--- src/sv/tspd_pkg.sv ---
// ----------------------------------------------------------------------------
// tspd_pkg: shared types and constants for the passage direction unit
// codes, log entry layout, result record and the saturating increment
// ----------------------------------------------------------------------------
package tspd_pkg;

    localparam int unsigned LOG_DEPTH     = 32;
    localparam int unsigned LOG_ADDR_W    = (LOG_DEPTH > 1) ? $clog2(LOG_DEPTH) : 1;
    localparam int unsigned HELD_W        = $clog2(LOG_DEPTH + 1);
    localparam logic [15:0] WINDOW_RESET  = 16'd750;
    localparam logic [15:0] CNT_MAX       = 16'hFFFF;

    typedef logic [15:0]           cnt16_t;
    typedef logic [5:0]            log_count_t;
    typedef logic [HELD_W-1:0]     held_t;
    typedef logic [LOG_ADDR_W-1:0] log_addr_t;

    typedef enum logic [2:0] {
        MODE_TICK  = 3'd0,
        MODE_LEFT  = 3'd1,
        MODE_RIGHT = 3'd2,
        MODE_READ  = 3'd3,
        MODE_CLEAR = 3'd4
    } mode_t;

    typedef enum logic [1:0] {
        PH_IDLE  = 2'd0,
        PH_LEFT  = 2'd1,
        PH_RIGHT = 2'd2
    } phase_t;

    typedef enum logic [1:0] {
        KIND_PASS   = 2'd0,
        KIND_READ   = 2'd1,
        KIND_BEYOND = 2'd2
    } kind_t;

    typedef enum logic {
        DIR_LEFTWARD  = 1'b0,
        DIR_RIGHTWARD = 1'b1
    } dir_t;

    typedef struct packed {
        logic        direction;
        logic [15:0] gap_ticks;
        logic [31:0] stamp;
    } log_entry_t;

    typedef struct packed {
        kind_t       kind;
        log_entry_t  entry;
        cnt16_t      left_seen;
        cnt16_t      right_seen;
        cnt16_t      passes_leftward;
        cnt16_t      passes_rightward;
        logic        stored;
        log_count_t  log_count;
    } result_t;

    function automatic cnt16_t sat_inc(input cnt16_t v);
        sat_inc = (v == CNT_MAX) ? v : v + 16'd1;
    endfunction

endpackage

--- src/sv/tspd_ram.sv ---
// ----------------------------------------------------------------------------
// tspd_ram: generic single-write, single-read ram
// one write port, one read port with registered read data
// ----------------------------------------------------------------------------
module tspd_ram #(
    parameter int unsigned WIDTH = 8,
    parameter int unsigned DEPTH = 32
) (
    input  logic                                        aclk,
    input  logic                                        wr_en,
    input  logic [((DEPTH > 1) ? $clog2(DEPTH) : 1)-1:0] wr_addr,
    input  logic [WIDTH-1:0]                            wr_data,
    input  logic                                        rd_en,
    input  logic [((DEPTH > 1) ? $clog2(DEPTH) : 1)-1:0] rd_addr,
    output logic [WIDTH-1:0]                            rd_data
);

    logic [WIDTH-1:0] mem [DEPTH];
    logic [WIDTH-1:0] rd_data_reg;

    always_ff @(posedge aclk) begin
        if (wr_en) begin
            mem[wr_addr] <= wr_data;
        end
        if (rd_en) begin
            rd_data_reg <= mem[rd_addr];
        end
    end

    assign rd_data = rd_data_reg;

endmodule

--- src/sv/two_sensor_passage_direction_unit.sv ---
// ----------------------------------------------------------------------------
// two_sensor_passage_direction_unit: passage direction from two motion sensors
// ----------------------------------------------------------------------------
// Each request is a millisecond tick, a left or right detection, a log read
// or a period clear. A detection from idle arms its side and starts counting
// ticks; a detection on the other side inside window_ms ticks completes a
// passage, which is counted, logged (if the log has room) and reported as one
// result. Log reads return one result, ticks, arming detections, repeats,
// clears and unused modes return none. The unit takes one request per clock
// cycle without gaps while results are taken; a result passes through the p1
// stage, covering the registered read of the log ram, and then the output
// register before it becomes valid on the m_ side. The input stalls only
// while both stages hold a result and m_ready is low. window_ms is to be
// written through the cfg_ port only while the unit is idle; the unit itself
// does not enforce this. cfg_ready is always high.
// ----------------------------------------------------------------------------
module two_sensor_passage_direction_unit (
    input  logic        aclk,
    input  logic        aresetn,

    // configuration write
    input  logic        cfg_valid,
    output logic        cfg_ready,
    input  logic [15:0] cfg_data,

    // request channel
    input  logic        s_valid,
    output logic        s_ready,
    input  logic [2:0]  s_mode,
    input  logic [31:0] s_timestamp,
    input  logic [4:0]  s_entry_index,

    // result channel
    output logic        m_valid,
    input  logic        m_ready,
    output logic [1:0]  m_kind,
    output logic        m_direction,
    output logic [15:0] m_gap_ticks,
    output logic [31:0] m_stamp,
    output logic [15:0] m_left_seen,
    output logic [15:0] m_right_seen,
    output logic [15:0] m_passes_leftward,
    output logic [15:0] m_passes_rightward,
    output logic        m_stored,
    output logic [5:0]  m_log_count
);

    // ------------------------------------------------------------------
    // architectural state
    // ------------------------------------------------------------------
    tspd_pkg::cnt16_t   window_reg;
    tspd_pkg::phase_t   phase_reg,   phase_next;
    tspd_pkg::cnt16_t   elapsed_reg, elapsed_next;
    tspd_pkg::cnt16_t   left_hits_reg,  left_hits_next;
    tspd_pkg::cnt16_t   right_hits_reg, right_hits_next;
    tspd_pkg::cnt16_t   leftward_reg,   leftward_next;
    tspd_pkg::cnt16_t   rightward_reg,  rightward_next;
    tspd_pkg::held_t    held_reg,    held_next;

    // pipeline: p1 waits for the ram read, then the output register
    logic               p1_valid_reg, p1_valid_next;
    tspd_pkg::result_t  p1_res_reg,   p1_res_next;
    logic               m_valid_reg,  m_valid_next;
    tspd_pkg::result_t  m_res_reg,    m_res_next;

    // log ram
    logic                  ram_wr_en;
    tspd_pkg::log_addr_t   ram_wr_addr;
    tspd_pkg::log_entry_t  ram_wr_data;
    logic                  ram_rd_en;
    tspd_pkg::log_entry_t  ram_rd_data;

    logic               accept;
    logic               out_free;
    logic               pass_hit;
    logic               pass_dir;
    logic               in_range;
    logic               room;

    // the output register frees when empty or taken this cycle;
    // p1 may refill whenever it is empty or moves on
    assign out_free  = !m_valid_reg || m_ready;
    assign s_ready   = !p1_valid_reg || out_free;
    assign accept    = s_valid && s_ready;
    assign cfg_ready = 1'b1;

    // read in range of the filled part of the log
    assign in_range = (32'(s_entry_index) < 32'(held_reg))
                   && (32'(s_entry_index) < tspd_pkg::LOG_DEPTH);
    assign room     = 32'(held_reg) < tspd_pkg::LOG_DEPTH;

    tspd_ram #(
        .WIDTH ($bits(tspd_pkg::log_entry_t)),
        .DEPTH (tspd_pkg::LOG_DEPTH)
    ) u_log_ram (
        .aclk    (aclk),
        .wr_en   (ram_wr_en),
        .wr_addr (ram_wr_addr),
        .wr_data (ram_wr_data),
        .rd_en   (ram_rd_en),
        .rd_addr (tspd_pkg::log_addr_t'(s_entry_index)),
        .rd_data (ram_rd_data)
    );

    // ------------------------------------------------------------------
    // next state for one accepted request
    // ------------------------------------------------------------------
    always_comb begin
        phase_next      = phase_reg;
        elapsed_next    = elapsed_reg;
        left_hits_next  = left_hits_reg;
        right_hits_next = right_hits_reg;
        leftward_next   = leftward_reg;
        rightward_next  = rightward_reg;
        held_next       = held_reg;

        // p1 drains into the output register when that frees
        p1_valid_next   = p1_valid_reg && !out_free;
        p1_res_next     = p1_res_reg;

        ram_wr_en       = 1'b0;
        ram_wr_addr     = tspd_pkg::log_addr_t'(held_reg);
        ram_wr_data     = '{direction: 1'b0, gap_ticks: elapsed_reg, stamp: s_timestamp};
        ram_rd_en       = 1'b0;
        pass_hit        = 1'b0;
        pass_dir        = tspd_pkg::DIR_LEFTWARD;

        if (accept) begin
            unique case (tspd_pkg::mode_t'(s_mode))
                tspd_pkg::MODE_TICK: begin
                    if (phase_reg != tspd_pkg::PH_IDLE) begin
                        elapsed_next = tspd_pkg::sat_inc(elapsed_reg);
                        // window closed without a pairing detection
                        if (elapsed_next >= window_reg) begin
                            phase_next = tspd_pkg::PH_IDLE;
                        end
                    end
                end
                tspd_pkg::MODE_LEFT: begin
                    if (phase_reg == tspd_pkg::PH_IDLE) begin
                        phase_next     = tspd_pkg::PH_LEFT;
                        elapsed_next   = '0;
                        left_hits_next = tspd_pkg::sat_inc(left_hits_reg);
                    end else if (phase_reg == tspd_pkg::PH_RIGHT) begin
                        pass_hit = 1'b1;
                        pass_dir = tspd_pkg::DIR_LEFTWARD;
                    end
                end
                tspd_pkg::MODE_RIGHT: begin
                    if (phase_reg == tspd_pkg::PH_IDLE) begin
                        phase_next      = tspd_pkg::PH_RIGHT;
                        elapsed_next    = '0;
                        right_hits_next = tspd_pkg::sat_inc(right_hits_reg);
                    end else if (phase_reg == tspd_pkg::PH_LEFT) begin
                        pass_hit = 1'b1;
                        pass_dir = tspd_pkg::DIR_RIGHTWARD;
                    end
                end
                tspd_pkg::MODE_READ: begin
                    // entry fields come from the registered ram read, merged in at the output register
                    ram_rd_en     = in_range;
                    p1_valid_next = 1'b1;
                    p1_res_next   = '{
                        kind:             in_range ? tspd_pkg::KIND_READ
                                                   : tspd_pkg::KIND_BEYOND,
                        entry:            '0,
                        left_seen:        left_hits_reg,
                        right_seen:       right_hits_reg,
                        passes_leftward:  leftward_reg,
                        passes_rightward: rightward_reg,
                        stored:           1'b0,
                        log_count:        tspd_pkg::log_count_t'(held_reg)
                    };
                end
                tspd_pkg::MODE_CLEAR: begin
                    // phase and elapsed survive a period clear
                    left_hits_next  = '0;
                    right_hits_next = '0;
                    leftward_next   = '0;
                    rightward_next  = '0;
                    held_next       = '0;
                end
                default: begin
                end
            endcase

            // completed passage: count, log if room, report
            if (pass_hit) begin
                phase_next = tspd_pkg::PH_IDLE;
                if (pass_dir == tspd_pkg::DIR_RIGHTWARD) begin
                    right_hits_next = tspd_pkg::sat_inc(right_hits_reg);
                    rightward_next  = tspd_pkg::sat_inc(rightward_reg);
                end else begin
                    left_hits_next  = tspd_pkg::sat_inc(left_hits_reg);
                    leftward_next   = tspd_pkg::sat_inc(leftward_reg);
                end
                ram_wr_data.direction = pass_dir;
                if (room) begin
                    ram_wr_en = 1'b1;
                    held_next = held_reg + tspd_pkg::held_t'(1);
                end
                p1_valid_next = 1'b1;
                p1_res_next   = '{
                    kind:             tspd_pkg::KIND_PASS,
                    entry:            ram_wr_data,
                    left_seen:        left_hits_next,
                    right_seen:       right_hits_next,
                    passes_leftward:  leftward_next,
                    passes_rightward: rightward_next,
                    stored:           room,
                    log_count:        tspd_pkg::log_count_t'(held_next)
                };
            end
        end
    end

    // output register, with the ram data merged in for log reads
    always_comb begin
        m_valid_next = m_valid_reg;
        m_res_next   = m_res_reg;
        if (out_free) begin
            m_valid_next = p1_valid_reg;
            m_res_next   = p1_res_reg;
            if (p1_res_reg.kind == tspd_pkg::KIND_READ) begin
                m_res_next.entry = ram_rd_data;
            end
        end
    end

    // ------------------------------------------------------------------
    // registers
    // ------------------------------------------------------------------
    always_ff @(posedge aclk) begin
        if (!aresetn) begin
            window_reg     <= tspd_pkg::WINDOW_RESET;
            phase_reg      <= tspd_pkg::PH_IDLE;
            elapsed_reg    <= '0;
            left_hits_reg  <= '0;
            right_hits_reg <= '0;
            leftward_reg   <= '0;
            rightward_reg  <= '0;
            held_reg       <= '0;
            p1_valid_reg   <= 1'b0;
            m_valid_reg    <= 1'b0;
        end else begin
            if (cfg_valid && cfg_ready) begin
                window_reg <= cfg_data;
            end
            phase_reg      <= phase_next;
            elapsed_reg    <= elapsed_next;
            left_hits_reg  <= left_hits_next;
            right_hits_reg <= right_hits_next;
            leftward_reg   <= leftward_next;
            rightward_reg  <= rightward_next;
            held_reg       <= held_next;
            p1_valid_reg   <= p1_valid_next;
            m_valid_reg    <= m_valid_next;
        end
    end

    // payload registers carry no reset
    always_ff @(posedge aclk) begin
        p1_res_reg <= p1_res_next;
        m_res_reg  <= m_res_next;
    end

    // ------------------------------------------------------------------
    // result ports
    // ------------------------------------------------------------------
    assign m_valid            = m_valid_reg;
    assign m_kind             = m_res_reg.kind;
    assign m_direction        = m_res_reg.entry.direction;
    assign m_gap_ticks        = m_res_reg.entry.gap_ticks;
    assign m_stamp            = m_res_reg.entry.stamp;
    assign m_left_seen        = m_res_reg.left_seen;
    assign m_right_seen       = m_res_reg.right_seen;
    assign m_passes_leftward  = m_res_reg.passes_leftward;
    assign m_passes_rightward = m_res_reg.passes_rightward;
    assign m_stored           = m_res_reg.stored;
    assign m_log_count        = m_res_reg.log_count;

    // ------------------------------------------------------------------
    // assertions
    // ------------------------------------------------------------------
    // the log fill count never passes the log depth
    a_held_bound: assert property (@(posedge aclk) disable iff (!aresetn)
        32'(held_reg) <= tspd_pkg::LOG_DEPTH)
        else $error("log fill count beyond depth");

    // a period clear empties the log fill count and the left hit and rightward passage counters
    a_clear: assert property (@(posedge aclk) disable iff (!aresetn)
        (accept && s_mode == tspd_pkg::MODE_CLEAR) |=>
            (held_reg == '0 && left_hits_reg == '0 && rightward_reg == '0))
        else $error("period clear did not take effect");

    // a leftward pairing detection returns the unit to idle and queues a passage
    a_pass_idle: assert property (@(posedge aclk) disable iff (!aresetn)
        (accept && s_mode == tspd_pkg::MODE_LEFT && phase_reg == tspd_pkg::PH_RIGHT) |=>
            (phase_reg == tspd_pkg::PH_IDLE && p1_valid_reg
             && p1_res_reg.kind == tspd_pkg::KIND_PASS))
        else $error("passage did not complete");

    // a stored passage always leaves a nonempty log
    a_stored_count: assert property (@(posedge aclk) disable iff (!aresetn)
        (m_valid_reg && m_res_reg.kind == tspd_pkg::KIND_PASS && m_res_reg.stored)
            |-> (m_res_reg.log_count != '0))
        else $error("stored passage with empty log");

endmodule

--- config.mk ---
export PLATFORM = sky130hd
export DESIGN_NAME = two_sensor_passage_direction_unit
export DESIGN_NICKNAME = d
export VERILOG_FILES = /design/src/sv/tspd_pkg.sv /design/src/sv/tspd_ram.sv /design/src/sv/two_sensor_passage_direction_unit.sv
export SDC_FILE = /design/constraint.sdc
export NUM_CORES = 2
export LEC_CHECK = 0
export BUFFER_PORTS_ARGS = -buffer_cell sky130_fd_sc_hd__buf_2
export CAP_MARGIN = 5
export CORE_MARGIN = 2
export CORE_UTILIZATION = 34
export CTS_CLUSTER_SIZE = 14
export DETAILED_ROUTE_END_ITERATION = 8
export GPL_ROUTABILITY_DRIVEN = 0
export GPL_TIMING_DRIVEN = 0
export PLACE_DENSITY = 0.48
export SYNTH_ARGS = -nofsm -noshare
export SYNTH_HDL_FRONTEND = slang
export SYNTH_SLANG_ARGS = --single-unit
export TNS_END_PERCENT = 100
--- constraint.sdc ---
create_clock -name aclk -period 13.25 [get_ports aclk]
set_input_delay 1.9875 -clock aclk [delete_from_list [all_inputs] [get_ports aclk]]
set_output_delay 1.9875 -clock aclk [all_outputs]
set_load 0.03 [all_outputs]
==> flow_summary.toml <==
[grt]
grt_max_degree = 50
grt_overflow = 0
grt_pass1_wl_mm = 309
grt_pass1_vias = 40200
grtUsageTotal_pct = 18.8
antenna_found_initial = 16

[drt]
routed_wl_mm = 219
first_pass_iters = 8
vias_per_cell = 5.35
ant_nets = 0
drt-initial-drc-count = 4331
avgRoutedWirePerCell_um = 29.4
vias = 39800
route.detailed.drc = 0

[power_and_ir_drop]
power_uw = 13000
leakagePower_uw = 0.0295
peakVddDrop_uv = 144
p_per_area_nw_per_um2 = 143

[floorplanning]
die_y_um = 481
dieWidth_um = 481
io_pins = 186
rows = 175
core_area_um2 = 227000
dieArea_um2 = 231000
initial_utilization_pct = 34.1

[logic_synthesis]
synth-seq-area-share_pct = 75.1
synth_compound_area_share_pct = 2.75
synth_xor_area_share_pct = 0.499
async_flop_share_pct = 0
synth_fa_ha_area_share_pct = 0.470
synth.most_common_cell = "edfxtp_1"
synth-seq-cells = 1967
synthSimpleGateAreaFrac_pct = 3.62
synth.distinct_cells = 83
post_synth_mux_area_share_pct = 16.2
ys_warn_count = 0
synth_cells = 3760
synth_area_leaders = "edfxtp_1, mux4_2, dfxtp_1"
synth_top_family_by_area = "multiplexers"
ys.flop_type = "edfxtp_1"
yosysTopAreaCell = "edfxtp_1"
syn-num-nets = 3850
synthTopCellsByCount = "edfxtp_1, mux4_2, clkbuf_1"
synth.top_cell.area_share_pct = 72.3
synth_edf_count = 1861
synthesis.area_um2 = 77300
syn_avg_cell_area_um2 = 20.6

[cts]
clk_pin_slew_ns = 0.06
hold_buffers = 0
cts_made_buffers = 211
cts_max_level = 4
ctsRootBufferMaster = "clkbuf_16"
clk_latency_ns = 0.86
clock-sinks = 1967
tritoncts = "yes"
post_cts_buffers = 0
clockBufferDepth = 3
cts_resized = 0

[place]
place_area_um2 = 83900
hpwl_mm = 143
io_buffers = 177

[final_layout]
drive_gt1_share_pct = 29.6
final_cell_area_um2 = 90800
syn2layout_area_growth_pct = 17.5
final_util_pct = 40.1
final_nets = 4335
largest_reg_flops = 1568

[critical_path]
crit_top_cell = "buf_12"
critical_path_class = "input pin to register"
cp.arrival_ns = 5.96
max_stage_delay_ns = 0.93
critPathLaunchType = "input pin"
cp-end-kind = "register"
crit_path_cell_trace = "buf_2 -> nor3b_2 -> a22oi_1 -> nor3_2 -> nand2_1 -> nor2_4 -> buf_12 -> buf_12"
crit_buf_inv = 3
crit_required_ns = 13.79
cpLargestDelayFamily = "simple AND/OR/NAND/NOR gates"
critPathSlowestCell = "nor2_4"
crit_path_max_fanout = 18

[timing]
hold_violations = 0
tns_ns = 0
setup_violations = 0
rsz0062_at_grt = "no"
fmax_mhz = 184
worst_pin_slew_ns = 1.38
clock_skew_ns = 0.0507
finalMaxSlewViolations = 0
period_needed_ns = 5.42
relSlewSlack_pct = 7.17
fin_crit_sh_pct = 40.9
fin_hold_ws_ns = 0.412

[status]
status = "complete, no violations"

[hold_path]
min_path_type = "register to register"

[flow_run]
maxCapViolCount = 0
## worst reg2reg max path, cell delays in order, from the launching register on
cell	delay, ns
dfxtp_1	1.04
buf_2	0.38
nand4_1	0.25
nor3_1	0.62
nand2_1	0.30
buf_2	0.28
nand3_1	0.12
xnor2_1	0.13
ha_1	0.27
a21oi_1	0.14
o21ai_0	0.15
a211oi_1	0.39
o21ai_0	0.17
a31oi_1	0.17
## final cells by class
| cell class | count | area (um2) |
|---|---|---|
| Inverter | 43 | 161 |
| Clock buffer | 270 | 5640 |
| Buffer | 215 | 950 |
| Tap cell | 3009 | 3760 |
| Multi-Input combinational cell | 1535 | 18400 |
| Antenna cell | 8 | 20.0 |
| Clock inverter | 118 | 996 |
| Timing Repair Buffer | 272 | 2820 |
| Fill cell | 20200 | 136000 |
| Sequential cell | 1967 | 58000 |
## power breakdown
| group | switching, uW | total (uW) | internal [uW] | leakage [uW] |
|---|---|---|---|---|
| Combinational | 316 | 501 | 185 | 0.00762 |
| Clock | 2470 | 5690 | 3220 | 0.00324 |
| Sequential | 6.99 | 6790 | 6780 | 0.0187 |
| Total | 2790 | 13000 | 10200 | 0.0295 |
## per-layer routing
metal	wire length, um	share of wire (%)	vias to the layer above	global-route usage, %
met5	32	0.015	-	0
met4	4390	2.0	6	4.59
met3	11700	5.4	291	3.09
met2	104000	48	1266	30.1
met1	98200	45	21500	26.8
li1	-	-	16700	-
## stage by stage
stage | std cells | worst slack (ns)
3_3_place_gp | 6946 | -4.02
3_5_place_dp | 7032 | 6.96
4_1_cts | 7420 | 7.88
6_report | 7437 | 7.83
5_1_grt | 7432 | 7.67
2_1_floorplan | 3760 | 3.58
## placed cells by master, fill, tap and decap left out, types with 10 or more instances in the layout
master     netlist  layout
ha_1            29      29
o211ai_1        22      22
buf_12           0      73
nand4_1         31      31
and4_1          11      11
buf_16           0      12
a31oi_1         32      32
clkbuf_16        0     215
mux2i_1         19      19
clkinv_1         3      54
or4_1           10      10
and2_1          54      54
dfxtp_1        106     101
nor4_1          18      18
xnor2_1         23      23
bufinv_16        0      11
a41oi_1         10      10
a21oi_1         68      67
nor2_4           0      32
nor3_1          34      34
nor2_1         116      84
inv_1           40      40
edfxtp_1      1861    1861
mux2_2         112     112
and3_1          30      30
o21ai_0         59      59
xor2_1          21      21
clkinv_2         0      35
nand2_1        106     106
buf_2           56     233
buf_1           14      14
a31o_2          11      11
nand3_1         64      64
mux4_2         490     490
clkbuf_1       131     178
## worst paths after layout
| kind | start | endpoint | slack [ns] | cells after the start |
|---|---|---|---|---|
| max | s_mode[1] | u_log_ram.mem[30][18] | 7.83 | 8 |
| min reg2reg | p1_res_reg[11] | m_passes_rightward[4] | 0.41 | 0 |
| max reg2reg | elapsed_reg[6] | phase_reg[1] | 8.76 | 13 |
| min | p1_res_reg[11] | m_passes_rightward[4] | 0.41 | 0 |
## logic make-up (layout without fill, tap and decap cells)
kind of cell               Yosys count  after routing
other                                1              9
and+or+nand+nor                    531            531
muxes                              621            621
DFF                               1967           1967
buffers and inverters              258            918
AOI/OAI and AO/OA                  309            309
xor gates and xnor gates            44             44
adders and majority gates           29             29
Note: power is estimated with default switching activity, not from simulation.
